File: src/image_mirror_flip_core_macros.svh
// Assertion helpers for the mirror/flip engine.
// Expects clk and rst_n in the scope of each use.
`ifndef IMAGE_MIRROR_FLIP_CORE_MACROS_SVH
`define IMAGE_MIRROR_FLIP_CORE_MACROS_SVH

// same-cycle implication, off during reset
`define IMF_ASSERT_IMP(lbl, ante, cons, msg) \
    lbl: assert property (@(posedge clk) disable iff (!rst_n) (ante) |-> (cons)) \
        else $error(msg);

// next-cycle implication, off during reset
`define IMF_ASSERT_NEXT(lbl, ante, cons, msg) \
    lbl: assert property (@(posedge clk) disable iff (!rst_n) (ante) |=> (cons)) \
        else $error(msg);

`endif

File: src/imf_pkg.sv
// Shared constants and types of the mirror/flip engine.
// No dependencies.
package imf_pkg;

    // default frame limits
    localparam int IMF_MAX_WIDTH  = 128;
    localparam int IMF_MAX_HEIGHT = 128;
    localparam int IMF_MAX_BPP    = 4;

    // configuration port
    localparam int CFG_INDEX_W = 3;
    localparam int CFG_DATA_W  = 8;

    localparam logic [CFG_INDEX_W-1:0] CFG_IMAGE_WIDTH       = 3'd0;
    localparam logic [CFG_INDEX_W-1:0] CFG_IMAGE_HEIGHT      = 3'd1;
    localparam logic [CFG_INDEX_W-1:0] CFG_BYTES_PER_PIXEL   = 3'd2;
    localparam logic [CFG_INDEX_W-1:0] CFG_MIRROR_HORIZONTAL = 3'd3;
    localparam logic [CFG_INDEX_W-1:0] CFG_MIRROR_VERTICAL   = 3'd4;

    localparam logic [7:0] RST_IMAGE_WIDTH     = 8'd128;
    localparam logic [7:0] RST_IMAGE_HEIGHT    = 8'd128;
    localparam logic [2:0] RST_BYTES_PER_PIXEL = 3'd4;

    // cycles the derived frame size needs after a register write
    localparam logic [1:0] SETTLE_CYCLES = 2'd2;

    // frame store access issued by the address pipeline
    typedef struct packed {
        logic wr;
        logic rd;
        logic last;
    } imf_mem_ctl_t;

endpackage

File: src/imf_addr_gen.sv
// Load/fetch counters and the three-stage frame store address pipeline.
// Depends on imf_pkg (imf_mem_ctl_t).
module imf_addr_gen
    import imf_pkg::*;
#(
    parameter int MAX_WIDTH           = IMF_MAX_WIDTH,
    parameter int MAX_HEIGHT          = IMF_MAX_HEIGHT,
    parameter int MAX_BYTES_PER_PIXEL = IMF_MAX_BPP,
    localparam int DEPTH = MAX_WIDTH * MAX_HEIGHT * MAX_BYTES_PER_PIXEL,
    localparam int AB    = $clog2(DEPTH),
    localparam int TB    = $clog2(DEPTH + 1),
    localparam int WB    = $clog2(MAX_WIDTH + 1),
    localparam int HB    = $clog2(MAX_HEIGHT + 1)
)
(
    input  logic          clk,
    input  logic          rst_n,
    input  logic          issue,
    input  logic          operation,
    input  logic [7:0]    pixel_byte,
    input  logic [WB-1:0] img_w,
    input  logic [HB-1:0] img_h,
    input  logic [2:0]    img_bpp,
    input  logic          mirror_h,
    input  logic          mirror_v,
    input  logic [TB-1:0] frame_total,
    output imf_mem_ctl_t  mem_ctl,
    output logic [AB-1:0] mem_addr,
    output logic [7:0]    mem_wdata
);

    localparam int RB  = (MAX_HEIGHT > 1) ? $clog2(MAX_HEIGHT) : 1;
    localparam int CB  = (MAX_WIDTH > 1) ? $clog2(MAX_WIDTH) : 1;
    localparam int ChB = $clog2(MAX_BYTES_PER_PIXEL);
    localparam int PB  = (MAX_WIDTH * MAX_HEIGHT > 1) ? $clog2(MAX_WIDTH * MAX_HEIGHT) : 1;

    // running counters
    logic [AB-1:0]  load_pos_reg, load_pos_next;
    logic [RB-1:0]  row_reg, row_next;
    logic [CB-1:0]  col_reg, col_next;
    logic [ChB-1:0] chan_reg, chan_next;

    logic [AB-1:0]  pos_cur;
    logic [TB-1:0]  pos_inc;
    logic [RB-1:0]  row_cur, src_row;
    logic [CB-1:0]  col_cur, src_col;
    logic [ChB-1:0] chan_cur;
    logic [WB-1:0]  w_last;
    logic [HB-1:0]  h_last;
    logic [2:0]     bpp_last;
    logic           chan_wrap, col_wrap, row_wrap, frame_last;

    // stage 1: source row/column
    logic           s1_vld_reg, s1_load_reg, s1_last_reg;
    logic [7:0]     s1_data_reg;
    logic [AB-1:0]  s1_laddr_reg;
    logic [RB-1:0]  s1_row_reg;
    logic [CB-1:0]  s1_col_reg;
    logic [ChB-1:0] s1_chan_reg;

    // stage 2: pixel index
    logic             s2_vld_reg, s2_load_reg, s2_last_reg;
    logic [7:0]       s2_data_reg;
    logic [AB-1:0]    s2_laddr_reg;
    logic [PB-1:0]    s2_pix_reg, s2_pix_next;
    logic [ChB-1:0]   s2_chan_reg;
    logic [RB+WB-1:0] row_base;

    // stage 3: byte address
    logic          s3_vld_reg, s3_load_reg, s3_last_reg;
    logic [7:0]    s3_data_reg;
    logic [AB-1:0] s3_addr_reg, s3_addr_next;
    logic [AB-1:0] pix_a, pix_scaled;

    // counters restart when a register change left them out of the frame
    always_comb
    begin
        w_last   = img_w - WB'(1);
        h_last   = img_h - HB'(1);
        bpp_last = img_bpp - 3'd1;

        pos_cur  = (TB'(load_pos_reg) >= frame_total) ? '0 : load_pos_reg;
        row_cur  = (HB'(row_reg) >= img_h) ? '0 : row_reg;
        col_cur  = (WB'(col_reg) >= img_w) ? '0 : col_reg;
        chan_cur = (3'(chan_reg) >= img_bpp) ? '0 : chan_reg;

        src_row = mirror_v ? RB'(h_last - HB'(row_cur)) : row_cur;
        src_col = mirror_h ? CB'(w_last - WB'(col_cur)) : col_cur;

        chan_wrap  = (3'(chan_cur) == bpp_last);
        col_wrap   = (WB'(col_cur) == w_last);
        row_wrap   = (HB'(row_cur) == h_last);
        frame_last = chan_wrap && col_wrap && row_wrap;

        pos_inc = TB'(pos_cur) + TB'(1);

        load_pos_next = load_pos_reg;
        row_next      = row_reg;
        col_next      = col_reg;
        chan_next     = chan_reg;
        if (issue && !operation)
        begin
            load_pos_next = (pos_inc >= frame_total) ? '0 : AB'(pos_inc);
        end
        if (issue && operation)
        begin
            chan_next = chan_wrap ? '0 : chan_cur + ChB'(1);
            col_next  = col_cur;
            row_next  = row_cur;
            if (chan_wrap)
            begin
                col_next = col_wrap ? '0 : col_cur + CB'(1);
                if (col_wrap)
                begin
                    row_next = row_wrap ? '0 : row_cur + RB'(1);
                end
            end
        end
    end

    always_ff @(posedge clk or negedge rst_n)
    begin
        if (!rst_n)
        begin
            load_pos_reg <= '0;
            row_reg      <= '0;
            col_reg      <= '0;
            chan_reg     <= '0;
            s1_vld_reg   <= 1'b0;
            s2_vld_reg   <= 1'b0;
            s3_vld_reg   <= 1'b0;
        end
        else
        begin
            load_pos_reg <= load_pos_next;
            row_reg      <= row_next;
            col_reg      <= col_next;
            chan_reg     <= chan_next;
            s1_vld_reg   <= issue;
            s2_vld_reg   <= s1_vld_reg;
            s3_vld_reg   <= s2_vld_reg;
        end
    end

    // stage 2 multiply, stage 3 scale by bytes per pixel
    assign row_base    = s1_row_reg * img_w;
    assign s2_pix_next = PB'(row_base) + PB'(s1_col_reg);

    always_comb
    begin
        pix_a = AB'(s2_pix_reg);
        case (img_bpp)
            3'd2:    pix_scaled = pix_a << 1;
            3'd3:    pix_scaled = (pix_a << 1) + pix_a;
            default: pix_scaled = pix_a << 2;
        endcase
        s3_addr_next = s2_load_reg ? s2_laddr_reg : pix_scaled + AB'(s2_chan_reg);
    end

    always_ff @(posedge clk)
    begin
        s1_load_reg  <= !operation;
        s1_last_reg  <= frame_last;
        s1_data_reg  <= pixel_byte;
        s1_laddr_reg <= pos_cur;
        s1_row_reg   <= src_row;
        s1_col_reg   <= src_col;
        s1_chan_reg  <= chan_cur;

        s2_load_reg  <= s1_load_reg;
        s2_last_reg  <= s1_last_reg;
        s2_data_reg  <= s1_data_reg;
        s2_laddr_reg <= s1_laddr_reg;
        s2_pix_reg   <= s2_pix_next;
        s2_chan_reg  <= s1_chan_reg;

        s3_load_reg  <= s2_load_reg;
        s3_last_reg  <= s2_last_reg;
        s3_data_reg  <= s2_data_reg;
        s3_addr_reg  <= s3_addr_next;
    end

    assign mem_ctl.wr   = s3_vld_reg && s3_load_reg;
    assign mem_ctl.rd   = s3_vld_reg && !s3_load_reg;
    assign mem_ctl.last = s3_last_reg;
    assign mem_addr     = s3_addr_reg;
    assign mem_wdata    = s3_data_reg;

endmodule

File: config.mk
export PLATFORM = sky130hd
export DESIGN_NAME = imf_addr_gen
export DESIGN_NICKNAME = d
export VERILOG_FILES = /design/src/image_mirror_flip_core_macros.svh /design/src/imf_pkg.sv /design/src/imf_addr_gen.sv
export SDC_FILE = /design/constraint.sdc
export NUM_CORES = 1
export LEC_CHECK = 0
export BUFFER_PORTS_ARGS = -buffer_cell sky130_fd_sc_hd__clkbuf_2
export CELL_PAD_IN_SITES_DETAIL_PLACEMENT = 0
export CELL_PAD_IN_SITES_GLOBAL_PLACEMENT = 1
export CORE_ASPECT_RATIO = 1.5
export CORE_MARGIN = 4
export CORE_UTILIZATION = 51
export DETAILED_ROUTE_END_ITERATION = 16
export HOLD_SLACK_MARGIN = 0.02
export PLACE_DENSITY = 0.86
export SYNTH_ARGS = -nofsm -noshare
export SYNTH_HDL_FRONTEND = slang
export SYNTH_SLANG_ARGS = --single-unit
File: constraint.sdc
create_clock -name clk -period 13.36 [get_ports clk]
set_clock_uncertainty 0.05 [all_clocks]
set_input_delay 4.008 -clock clk [delete_from_list [all_inputs] [get_ports clk]]
set_output_delay 4.008 -clock clk [all_outputs]
set_load 0.05 [all_outputs]
==> results of run 1 <==
-- Yosys cell counts, types with 19 or more instances --
| master | count | area [sq um] |
|---|---|---|
| xor2_1 | 19 | 166.4 |
| fa_1 | 39 | 780.8 |
| nor2_1 | 30 | 112.6 |
| dfxtp_1 | 110 | 2202 |
| dfrtp_1 | 35 | 875.8 |
| and2_1 | 53 | 331.6 |
| nand2_1 | 132 | 495.5 |
| clkbuf_1 | 27 | 101.4 |
| ha_1 | 119 | 1489 |
| nand3_1 | 25 | 125.1 |
| inv_1 | 124 | 465.5 |
| o21ai_0 | 46 | 230.2 |
| a21o_1 | 27 | 202.7 |
| xnor2_1 | 38 | 332.8 |
| a21oi_1 | 37 | 185.2 |
-- layout by cell type (no fill, tap or decap), types with 7 or more instances in the layout --
master,Yosys,layout
or2_2,9,9
nor2_1,30,30
xor2_1,19,19
nand2_1,132,132
nand2b_1,14,14
dfrtp_1,35,35
o31ai_1,11,11
xnor2_1,38,38
nand4_1,9,9
nand3_1,25,25
and2_1,53,53
a21boi_0,7,7
a21o_1,27,27
nor3_1,17,17
clkbuf_2,1,76
inv_1,124,124
o21a_1,14,14
and3_1,13,13
a21oi_1,37,37
dfxtp_1,110,110
o211ai_1,13,13
ha_1,119,119
nor2b_1,16,16
fa_1,39,39
clkbuf_16,0,17
a22oi_1,10,10
a22o_1,14,14
nor4_1,7,7
o21ai_0,46,46
-- final timing paths --
kind / endpoint / cells past startpoint / startpoint / slack [ps]
setup / recovery: load_pos_reg[2] / 27 / frame_total[0] / 3870
hold / removal: s2_chan_reg[0] / 0 / s1_chan_reg[0] / 270
setup reg to reg: load_pos_reg[2] / 27 / load_pos_reg[0] / 7090
hold reg to reg: s2_chan_reg[0] / 0 / s1_chan_reg[0] / 270
max in group asynchronous: load_pos_reg[14] / 1 / rst_n / 8990
min in group asynchronous: load_pos_reg[10] / 1 / rst_n / 3660
-- where the power goes --
part | leakage (nW) | switching (mW) | internal (mW)
clock | 0.301 | 0.204 | 0.286
sequential | 1.36 | 0.0919 | 0.547
combinational | 3.92 | 0.584 | 0.421
total | 5.58 | 0.880 | 1.25
-- layout make-up --
type,instances,area (sq um),area share
multi-input cells,835,6534,0.5723
flip-flops and latches,145,3078,0.2696
inverters,124,465.4,0.04077
clock buffers,18,429.2,0.03759
repair buffers,79,402.9,0.03529
well taps,260,325.3,0.02849
clock inverters,14,182.7,0.01600
-- critical path: stages --
cell and delay [ps]:
clkbuf_2 100, ha_1 280, nand2b_1 130, a21o_1 170
a21oi_1 150, o21ai_0 110, a41oi_1 250, o21a_1 150
buf_4 300, nand2_1 110, inv_1 120, ha_1 230
and3_1 210, and3_1 220, and3_1 240, and4_1 250
and3_1 190, xnor2_1 120, ha_1 280, nand4_1 100
nor4_1 50, a2111oi_0 540, nand2_1 130, a2111oi_2 610
buf_4 270, o21ai_0 90, o311ai_0 300
-- through the flow --
stage / cell area (sq um) / utilization / setup slack [ps]
after floorplan: 10230 / - / 4457
after global placement: 10810 / 0.5461 / 3681
after detailed placement: 10810 / 0.5461 / 3521
after CTS: 11420 / 0.5771 / 3889
after global routing: 11420 / 0.5771 / 3305
final: 11420 / 0.5771 / 3871
-- cell families (layout without fill, tap and decap cells) --
| group | Yosys count | after routing |
|---|---|---|
| AOI/OAI and AO/OA | 250 | 250 |
| xor gates and xnor gates | 57 | 57 |
| adders and majority gates | 158 | 158 |
| buffers and inverters | 162 | 235 |
| DFF | 145 | 145 |
| muxes | 12 | 12 |
| and+or+nand+nor | 358 | 358 |
-- per-layer routing --
metal	up-vias	wire (microns)	track usage
li1	4116	-	-
met1	3801	9724	0.2561
met2	129	11670	0.3673
met3	34	618	0.03584
met4	0	603	0.08071
met5	-	0	0
==> flow_summary.json, run 1 <==
{
  "worst_setup_path_start_kind": "primary input",
  "netlist_instances": 1142,
  "numCtsBuffers": 17,
  "insertion_delay_ps": 420,
  "status": "finished clean",
  "timing.final.crit_period_ps": 9489,
  "dp.cells": 1443,
  "dieArea_sq_mm": 0.02244,
  "syn_area_sq_mm": 0.01023,
  "rsz0062_at_grt": "no",
  "ctsLongestPathBuffers": 2,
  "cts_resized": 0,
  "overflow": 0,
  "drive_above_1_share": 0.1144,
  "seq_area_frac_synth": 0.3008,
  "synth_top_family_by_area": "adder cells",
  "dp_hpwl_microns": 17600,
  "endpoint_kind": "register",
  "path_class": "primary input to register",
  "clk_pin_slew_ps": 60,
  "area_delta_synth_final_pct": 11.58,
  "synth_warnings": 0,
  "synth-xor-area-share": 0.04879,
  "max_freq_mhz": 105.4,
  "synth-seq-cells": 145,
  "required_ps": 13610,
  "ctsHoldBuffers": 0,
  "clock-root-buffer": "clkbuf_16",
  "grt_usage": 0.2111,
  "hold_viol_final": 0,
  "tns_ps": 0,
  "path_max_fanout": 39,
  "leakagePower_nw": 5.585,
  "relSlewSlack": 0.2379,
  "antenna_found_initial": 0,
  "fp-row-count": 63,
  "synthMuxAreaShare": 0.01247,
  "start_util": 0.5172,
  "ant_nets": 0,
  "arrival_ps": 9740,
  "portBuffers": 76,
  "syn_area_per_cell_sq_um": 8.960,
  "yosys_most_used_dff": "dfxtp_1",
  "synthAdderAreaFrac": 0.2218,
  "post-route-period-util": 0.7103,
  "hold_class": "register to register",
  "die_h_microns": 181.5,
  "synth_cell_type_count": 76,
  "syn-num-nets": 1350,
  "cts_tree": "done",
  "via_per_inst": 5.478,
  "drc_errors": 0,
  "htreeDepth": 4,
  "p_total_mw": 2.133,
  "synth_compound_area_frac": 0.1718,
  "antennaDiodeCount": 0,
  "async_flop_share": 0.2414,
  "slew_violations": 0,
  "synth_enable_flop_cells": 0,
  "cts.sinks": 145,
  "synth-simple-area-share": 0.1831,
  "vias": 8080,
  "cap_violations": 0,
  "core-area_sq_mm": 0.01979,
  "hold_slack_ps": 272.2,
  "grt_pass1_vias": 8067,
  "grt_max_degree": 40,
  "power_density_mw_per_mm2": 186.9,
  "nets": 1410,
  "setup_viol": 0,
  "fill_cells": 1810,
  "grt_pass1_wl_microns": 38140,
  "place.gp.congestion": 0.8544,
  "initialDrtViolationCount": 476,
  "die-width_microns": 123.7,
  "worst_pin_slew_ps": 1141,
  "drt_first_pass_iters": 5,
  "ios": 77,
  "post_layout_nonfiller_instances": 1475,
  "peakVddDrop_mv": 0.09798,
  "routed_wl_microns": 22620,
  "cts_setup_buffers": 0,
  "post_drt_wl_per_cell_microns": 15.34
}
Note: power is estimated with default switching activity, not from simulation.
==> run 2: changes to the inputs <==
--- a/config.mk
+++ b/config.mk
@@ -5,15 +5,16 @@
 export SDC_FILE = /design/constraint.sdc
 export NUM_CORES = 1
 export LEC_CHECK = 0
+export ABC_AREA = 1
 export BUFFER_PORTS_ARGS = -buffer_cell sky130_fd_sc_hd__clkbuf_2
 export CELL_PAD_IN_SITES_DETAIL_PLACEMENT = 0
 export CELL_PAD_IN_SITES_GLOBAL_PLACEMENT = 1
 export CORE_ASPECT_RATIO = 1.5
 export CORE_MARGIN = 4
-export CORE_UTILIZATION = 51
+export CORE_UTILIZATION = 46
 export DETAILED_ROUTE_END_ITERATION = 16
 export HOLD_SLACK_MARGIN = 0.02
-export PLACE_DENSITY = 0.86
+export PLACE_DENSITY = 0.81
 export SYNTH_ARGS = -nofsm -noshare
 export SYNTH_HDL_FRONTEND = slang
 export SYNTH_SLANG_ARGS = --single-unit
==> constraint.sdc (replaced) <==
create_clock -name clk -period 9.3 [get_ports clk]
set_clock_uncertainty 0.05 [all_clocks]
set_input_delay 2.79 -clock clk [delete_from_list [all_inputs] [get_ports clk]]
set_output_delay 2.79 -clock clk [all_outputs]
set_load 0.05 [all_outputs]
==> run 2 against run 1 <==
Net effect:
- clock-buffer cell count rose by 2
- via count grew 6.8%
- synthesized cell count is 21% higher
- clock power rose by 39%
- register-to-register slack got worse by 2600 ps
- die area up 12%
- wire length increased by 6.8%
- core utilization fell by 5.8 points
- synthesized area grew 2.0%
- critical path type unchanged
- largest cell class unchanged
- highest routed layer unchanged
==> flow_summary.json, run 2 <==
{
  "cts_setup_buffers": 0,
  "hold_class": "register to register",
  "r2r_end": "load_pos_reg[5]",
  "portBuffers": 76,
  "endpoint_kind": "register",
  "nets": 1658,
  "syn_area_sq_mm": 0.01044,
  "grt_usage": 0.2023,
  "path_cells": "clkbuf_2 > inv_1 > ha_1 > a21oi_1 > a21o_1 > nand2_2 > nor2_8 > nand2_4 > nor2_1 > ha_1 > inv_1 > nor2_2 > nand3_1 > inv_1 > nand3_1 > and2_1 > ha_1 > a21oi_1 > o21ai_0 > a21oi_1 > nand4_1 > nor2_1 > inv_1 > o21ai_0",
  "vias": 8626,
  "cpMaxStageDelayCell": "nor2_1",
  "leakagePower_nw": 6.235,
  "rsz0062_at_grt": "no",
  "cts.sinks": 145,
  "netlist_instances": 1381,
  "required_ps": 9590,
  "syn-num-nets": 1589,
  "async_flop_share": 0.2414,
  "hp-start": "s1_chan_reg[1]",
  "cap_violations": 0,
  "critPathBufInv": 5,
  "die-width_microns": 131,
  "status": "finished clean",
  "cpLargestDelayFamily": "simple AND/OR/NAND/NOR gates",
  "seq_area_frac_synth": 0.2949,
  "antenna_found_initial": 0,
  "initialDrtViolationCount": 394,
  "grt_max_degree": 36,
  "r2r_cells": 23,
  "r2r_slack_ps": 4480,
  "post-route-period-util": 0.7350,
  "pre_cts_ws_ps": 2012,
  "timing.final.crit_period_ps": 6836,
  "synth-seq-cells": 145,
  "synth_cell_type_count": 53,
  "synthMostInstantiatedCell": "nand2_1",
  "area_delta_synth_final_pct": 11.39,
  "fp-row-count": 67,
  "numCtsBuffers": 17,
  "relSlewSlack": 0.3519,
  "core-area_sq_mm": 0.02238,
  "holdPathEnd": "s2_chan_reg[1]",
  "drive_above_1_share": 0.1189,
  "power_density_mw_per_mm2": 300.6,
  "ctsHoldBuffers": 0,
  "cts_tree": "done",
  "slew_violations": 0,
  "syn_area_per_cell_sq_um": 7.559,
  "htreeDepth": 4,
  "cts_resized": 0,
  "yosysTopAreaCellShare": 0.2110,
  "synth_common_cells": "320 x nand2_1, 251 x inv_1, 119 x ha_1",
  "fill_cells": 2243,
  "hold_viol_final": 0,
  "worst_pin_slew_ps": 972.1,
  "synth_top_cell_by_area": "dfxtp_1",
  "grt_pass1_vias": 8692,
  "final.setup.worst_slack_ps": 2464,
  "ios": 77,
  "grt_pass1_wl_microns": 40570,
  "dieArea_sq_mm": 0.02522,
  "path_max_fanout": 17,
  "ctsLongestPathBuffers": 2,
  "max_stage_delay_ps": 580,
  "place.gp.congestion": 0.9347,
  "antennaDiodeCount": 0,
  "path_class": "primary input to register",
  "regArea_sq_mm": 0.003078,
  "ant_nets": 0,
  "arrival_ps": 7130,
  "min_path_cells": 0,
  "via_per_inst": 4.960,
  "final_common_cell": "nand2_1",
  "synth.area.top_cells": "dfxtp_1 21%, ha_1 14%, nand2_1 12%",
  "max_freq_mhz": 146.3,
  "mostFrequentLayoutCells": "320 x nand2_1, 251 x inv_1, 119 x ha_1",
  "overflow": 0,
  "clk_pin_slew_ps": 60,
  "die_h_microns": 192.5,
  "peakVddDrop_mv": 0.1566,
  "drc_errors": 0,
  "post_drt_wl_per_cell_microns": 13.90,
  "timing.rr.start": "load_pos_reg[8]",
  "worst_setup_path_start_kind": "primary input",
  "synth_enable_flop_cells": 0,
  "routed_wl_microns": 24170,
  "insertion_delay_ps": 420,
  "yosys_most_used_dff": "dfxtp_1",
  "multi_input_area_sq_mm": 0.006210,
  "clock-root-buffer": "clkbuf_16",
  "start_util": 0.4664,
  "setup_viol": 0,
  "dp_hpwl_microns": 19770,
  "drt_first_pass_iters": 5,
  "synth_warnings": 0,
  "tns_ps": 0,
  "crit_top_cell": "inv_1"
}
-- run 2: cell count changes in the layout (fill, tap and decap cells not counted), sizes merged, moves of 16 or more --
cell	delta
and2	-45
nor2	+68
a21o	-24
nand3	+74
nor2b	-16
inv	+138
nand4	+19
a21oi	+23
xnor2	-29
nand2	+200
-- run 2: per-stage QoR --
step	utilization	instances	hold slack (ps)	power [mW]	instance area [sq um]
6_report	0.5195	1739	271.7	3.496	11630
5_1_grt	0.5195	1739	279.5	3.853	11630
4_1_cts	0.5195	1739	274.9	3.544	11630
3_5_place_dp	0.4928	1707	262.1	2.844	11030
3_3_place_gp	0.4928	1707	259.6	2.819	11030
2_1_floorplan	-	1381	259.6	2.350	10440
-- run 2: power by group --
part           leakage [nW]  switching (mW)  internal (mW)
combinational          4.57            1.20          0.688
sequential             1.38           0.138          0.786
clock                 0.294           0.291          0.390
-- run 2: worst max path at each step --
stage | from | slack, ps | cells past startpoint | end
after floorplan | img_w[1] | 2710 | 14 | s2_pix_reg[13]
after global placement | frame_total[8] | 2130 | 25 | load_pos_reg[5]
after detailed placement | frame_total[8] | 2010 | 25 | load_pos_reg[5]
after CTS | frame_total[8] | 2480 | 25 | load_pos_reg[5]
after global routing | frame_total[8] | 1950 | 25 | load_pos_reg[6]
final | frame_total[15] | 2460 | 24 | load_pos_reg[5]
-- run 2: kinds of logic (layout without fill, tap and decap cells) --
logic type | Yosys count | in the layout | share of synthesized area
flops | 145 | 145 | 0.2949
fa+ha+maj | 158 | 158 | 0.2174
xor+xnor | 42 | 42 | 0.03524
simple gates | 590 | 590 | 0.2613
compound gates | 151 | 151 | 0.08091
buf+inv | 295 | 377 | 0.1103
-- run 2: final cells by class --
| type | instances | area share |
|---|---|---|
| multi-input combinational | 941 | 0.5341 |
| sequential | 145 | 0.2647 |
| inverter | 268 | 0.08684 |
| clock buffer | 20 | 0.04207 |
| timing repair buffer | 77 | 0.03336 |
| tap | 276 | 0.02970 |
| clock inverter | 12 | 0.009254 |
-- run 2: per-layer routing --
metal,share of wire,up-vias,GRT usage
li1,-,4515,-
met1,0.42,3932,0.2374
met2,0.52,138,0.3670
met3,0.028,41,0.02825
met4,0.028,0,0.07601
met5,0,-,0
==> run 3: changes to the inputs <==
==> constraint.sdc (replaced) <==
create_clock -name clk -period 6.6 [get_ports clk]
set_clock_uncertainty 0.05 [all_clocks]
set_input_delay 1.98 -clock clk [delete_from_list [all_inputs] [get_ports clk]]
set_output_delay 1.98 -clock clk [all_outputs]
set_load 0.05 [all_outputs]
==> run 3 against run 2 <==
Net effect:
- design area barely moved
- cell count rose by 0.23%
- sequential share of layout area barely moved
- setup slack got worse by 1800 ps
- register-to-register slack got worse by 2600 ps
- clock power rose by 38%
- clock-buffer cell count fell by 2
- sequential power rose by 41%
- critical path depth rose by 3
- flip-flop and latch count did not move
- die area did not move
==> flow_summary.json, run 3 (same netlist as run 2, synthesis figures left out) <==
{
  "status": "finished clean",
  "path_max_fanout": 17,
  "dp_hpwl_microns": 19880,
  "initialDrtViolationCount": 334,
  "cts.sinks": 145,
  "cts_tree": "done",
  "r2r_slack_ps": 1910,
  "required_ps": 6830,
  "relSlewSlack": 0.3626,
  "area_delta_synth_final_pct": 11.47,
  "drc_errors": 0,
  "final_util": 0.5199,
  "pwr-share-comb": 0.544,
  "power_switching_mw": 2.289,
  "cts_resized": 0,
  "clkPwrFrac": 0.191,
  "fill_cells": 2238,
  "hold_class": "register to register",
  "ctsLongestPathBuffers": 2,
  "grt_pass1_vias": 8814,
  "clock-root-buffer": "clkbuf_16",
  "die_h_microns": 192.5,
  "r2r_cells": 25,
  "vias": 8603,
  "cap_violations": 0,
  "grt_pass1_wl_microns": 40650,
  "hp-start": "s2_data_reg[0]",
  "numCtsBuffers": 17,
  "ctsHoldBuffers": 0,
  "antennaDiodeCount": 0,
  "pwr-share-seq": 0.265,
  "grt_usage": 0.2033,
  "die-width_microns": 131,
  "rsz0062_at_grt": "no",
  "htreeDepth": 4,
  "cts_setup_buffers": 0,
  "nets": 1662,
  "drt_first_pass_iters": 4,
  "core-area_sq_mm": 0.02238,
  "drive_above_1_share": 0.1207,
  "r2r_end": "load_pos_reg[5]",
  "worst_setup_path_start_kind": "primary input",
  "overflow": 0,
  "portBuffers": 76,
  "power_density_mw_per_mm2": 420.9,
  "endpoint_kind": "register",
  "dieArea_sq_mm": 0.02522,
  "ant_nets": 0,
  "mostFrequentLayoutCells": "320 x nand2_1, 251 x inv_1, 119 x ha_1",
  "ios": 77,
  "setup_viol": 0,
  "tns_ps": 0,
  "start_util": 0.4664,
  "peakVddDrop_mv": 0.1942,
  "insertion_delay_ps": 420,
  "worst_pin_slew_ps": 956.0,
  "post-route-period-util": 0.8968,
  "arrival_ps": 6150,
  "timing.final.crit_period_ps": 5919,
  "max_freq_mhz": 168.9,
  "grt_max_degree": 36,
  "via_per_inst": 4.936,
  "antenna_found_initial": 0,
  "hold_viol_final": 0,
  "holdPathEnd": "mem_wdata[0]",
  "slew_violations": 0,
  "path_class": "primary input to register",
  "final_common_cell": "nand2_1",
  "min_path_cells": 0,
  "timing.rr.start": "load_pos_reg[8]",
  "routed_wl_microns": 24040,
  "clk_pin_slew_ps": 70,
  "leakagePower_nw": 6.245,
  "swShare": 0.4672,
  "fp-row-count": 67,
  "post_drt_wl_per_cell_microns": 13.79,
  "place.gp.congestion": 0.9146,
  "internal_power_mw": 2.610
}
[run 3: cell types whose count changed in the layout (fill, tap and decap cells not counted), sizes merged]
| cell | change |
|---|---|
| clkbuf | -2 |
| buf | +4 |
| bufinv | +1 |
| inv | +1 |
[run 3: final cells by class]
type | instances | area [sq um] | share of cell area
tap | 276 | 345.3 | 0.02968
inverter | 268 | 1010 | 0.08677
clock inverter | 14 | 146.4 | 0.01258
multi-input combinational | 941 | 6210 | 0.5337
timing repair buffer | 81 | 417.9 | 0.03591
clock buffer | 18 | 429.2 | 0.03688
sequential | 145 | 3078 | 0.2645
[run 3: how the worst max path moves through the flow]
stage                   startpoint               to  cells after the start
floorplan                 img_w[1]   s2_pix_reg[13]                     14
global placement    frame_total[8]  load_pos_reg[5]                     27
detailed placement  frame_total[8]  load_pos_reg[5]                     27
CTS                 frame_total[8]  load_pos_reg[5]                     27
global route        frame_total[8]  load_pos_reg[5]                     27
finish              frame_total[8]  load_pos_reg[5]                     27
[run 3: layer usage]
layer / vias to the layer above / global-route usage / routed length [microns]
met3: 42 / 0.03046 / 615
li1: 4531 / - / -
met5: - / 0 / 0
met4: 0 / 0.07957 / 672
met2: 124 / 0.3758 / 12680
met1: 3906 / 0.2298 / 10080
[run 3: critical path: stages]
cell and delay (ps):
clkbuf_2 70, inv_1 40, ha_1 300, nand2_1 100
nor2_1 70, o211ai_1 160, nor2_2 130, nor2_8 180
nand2_4 200, nor2_1 290, ha_1 190, inv_1 60
nor2_2 130, nand3_1 90, inv_1 110, nand3_1 100
and2_1 170, ha_1 300, inv_1 40, nor3_1 200
nor3b_1 360, nand4_1 170, nand4_1 120, nor2_1 40
buf_4 200, inv_1 180, o21ai_0 140
[run 3: power by group through the flow]
stage	Combinational, mW	Clock (mW)	Sequential, mW
finish	2.66	0.938	1.30
global route	3.09	1.00	1.32
CTS	2.70	0.965	1.30
detailed placement	2.69	0	1.32
global placement	2.67	0	1.32
floorplan	1.97	0	1.34
[run 3: through the flow]
step	setup slack [ps]	std cells	cell area [sq um]	hold slack (ps)	total power, mW
3_5_place_dp	177.0	1711	11060	262.1	4.008
2_1_floorplan	822.9	1381	10440	259.6	3.311
3_3_place_gp	262.1	1711	11060	259.8	3.983
5_1_grt	251.2	1743	11640	275.4	5.414
4_1_cts	632.5	1743	11640	266.1	4.970
6_report	681.0	1743	11640	268.0	4.898
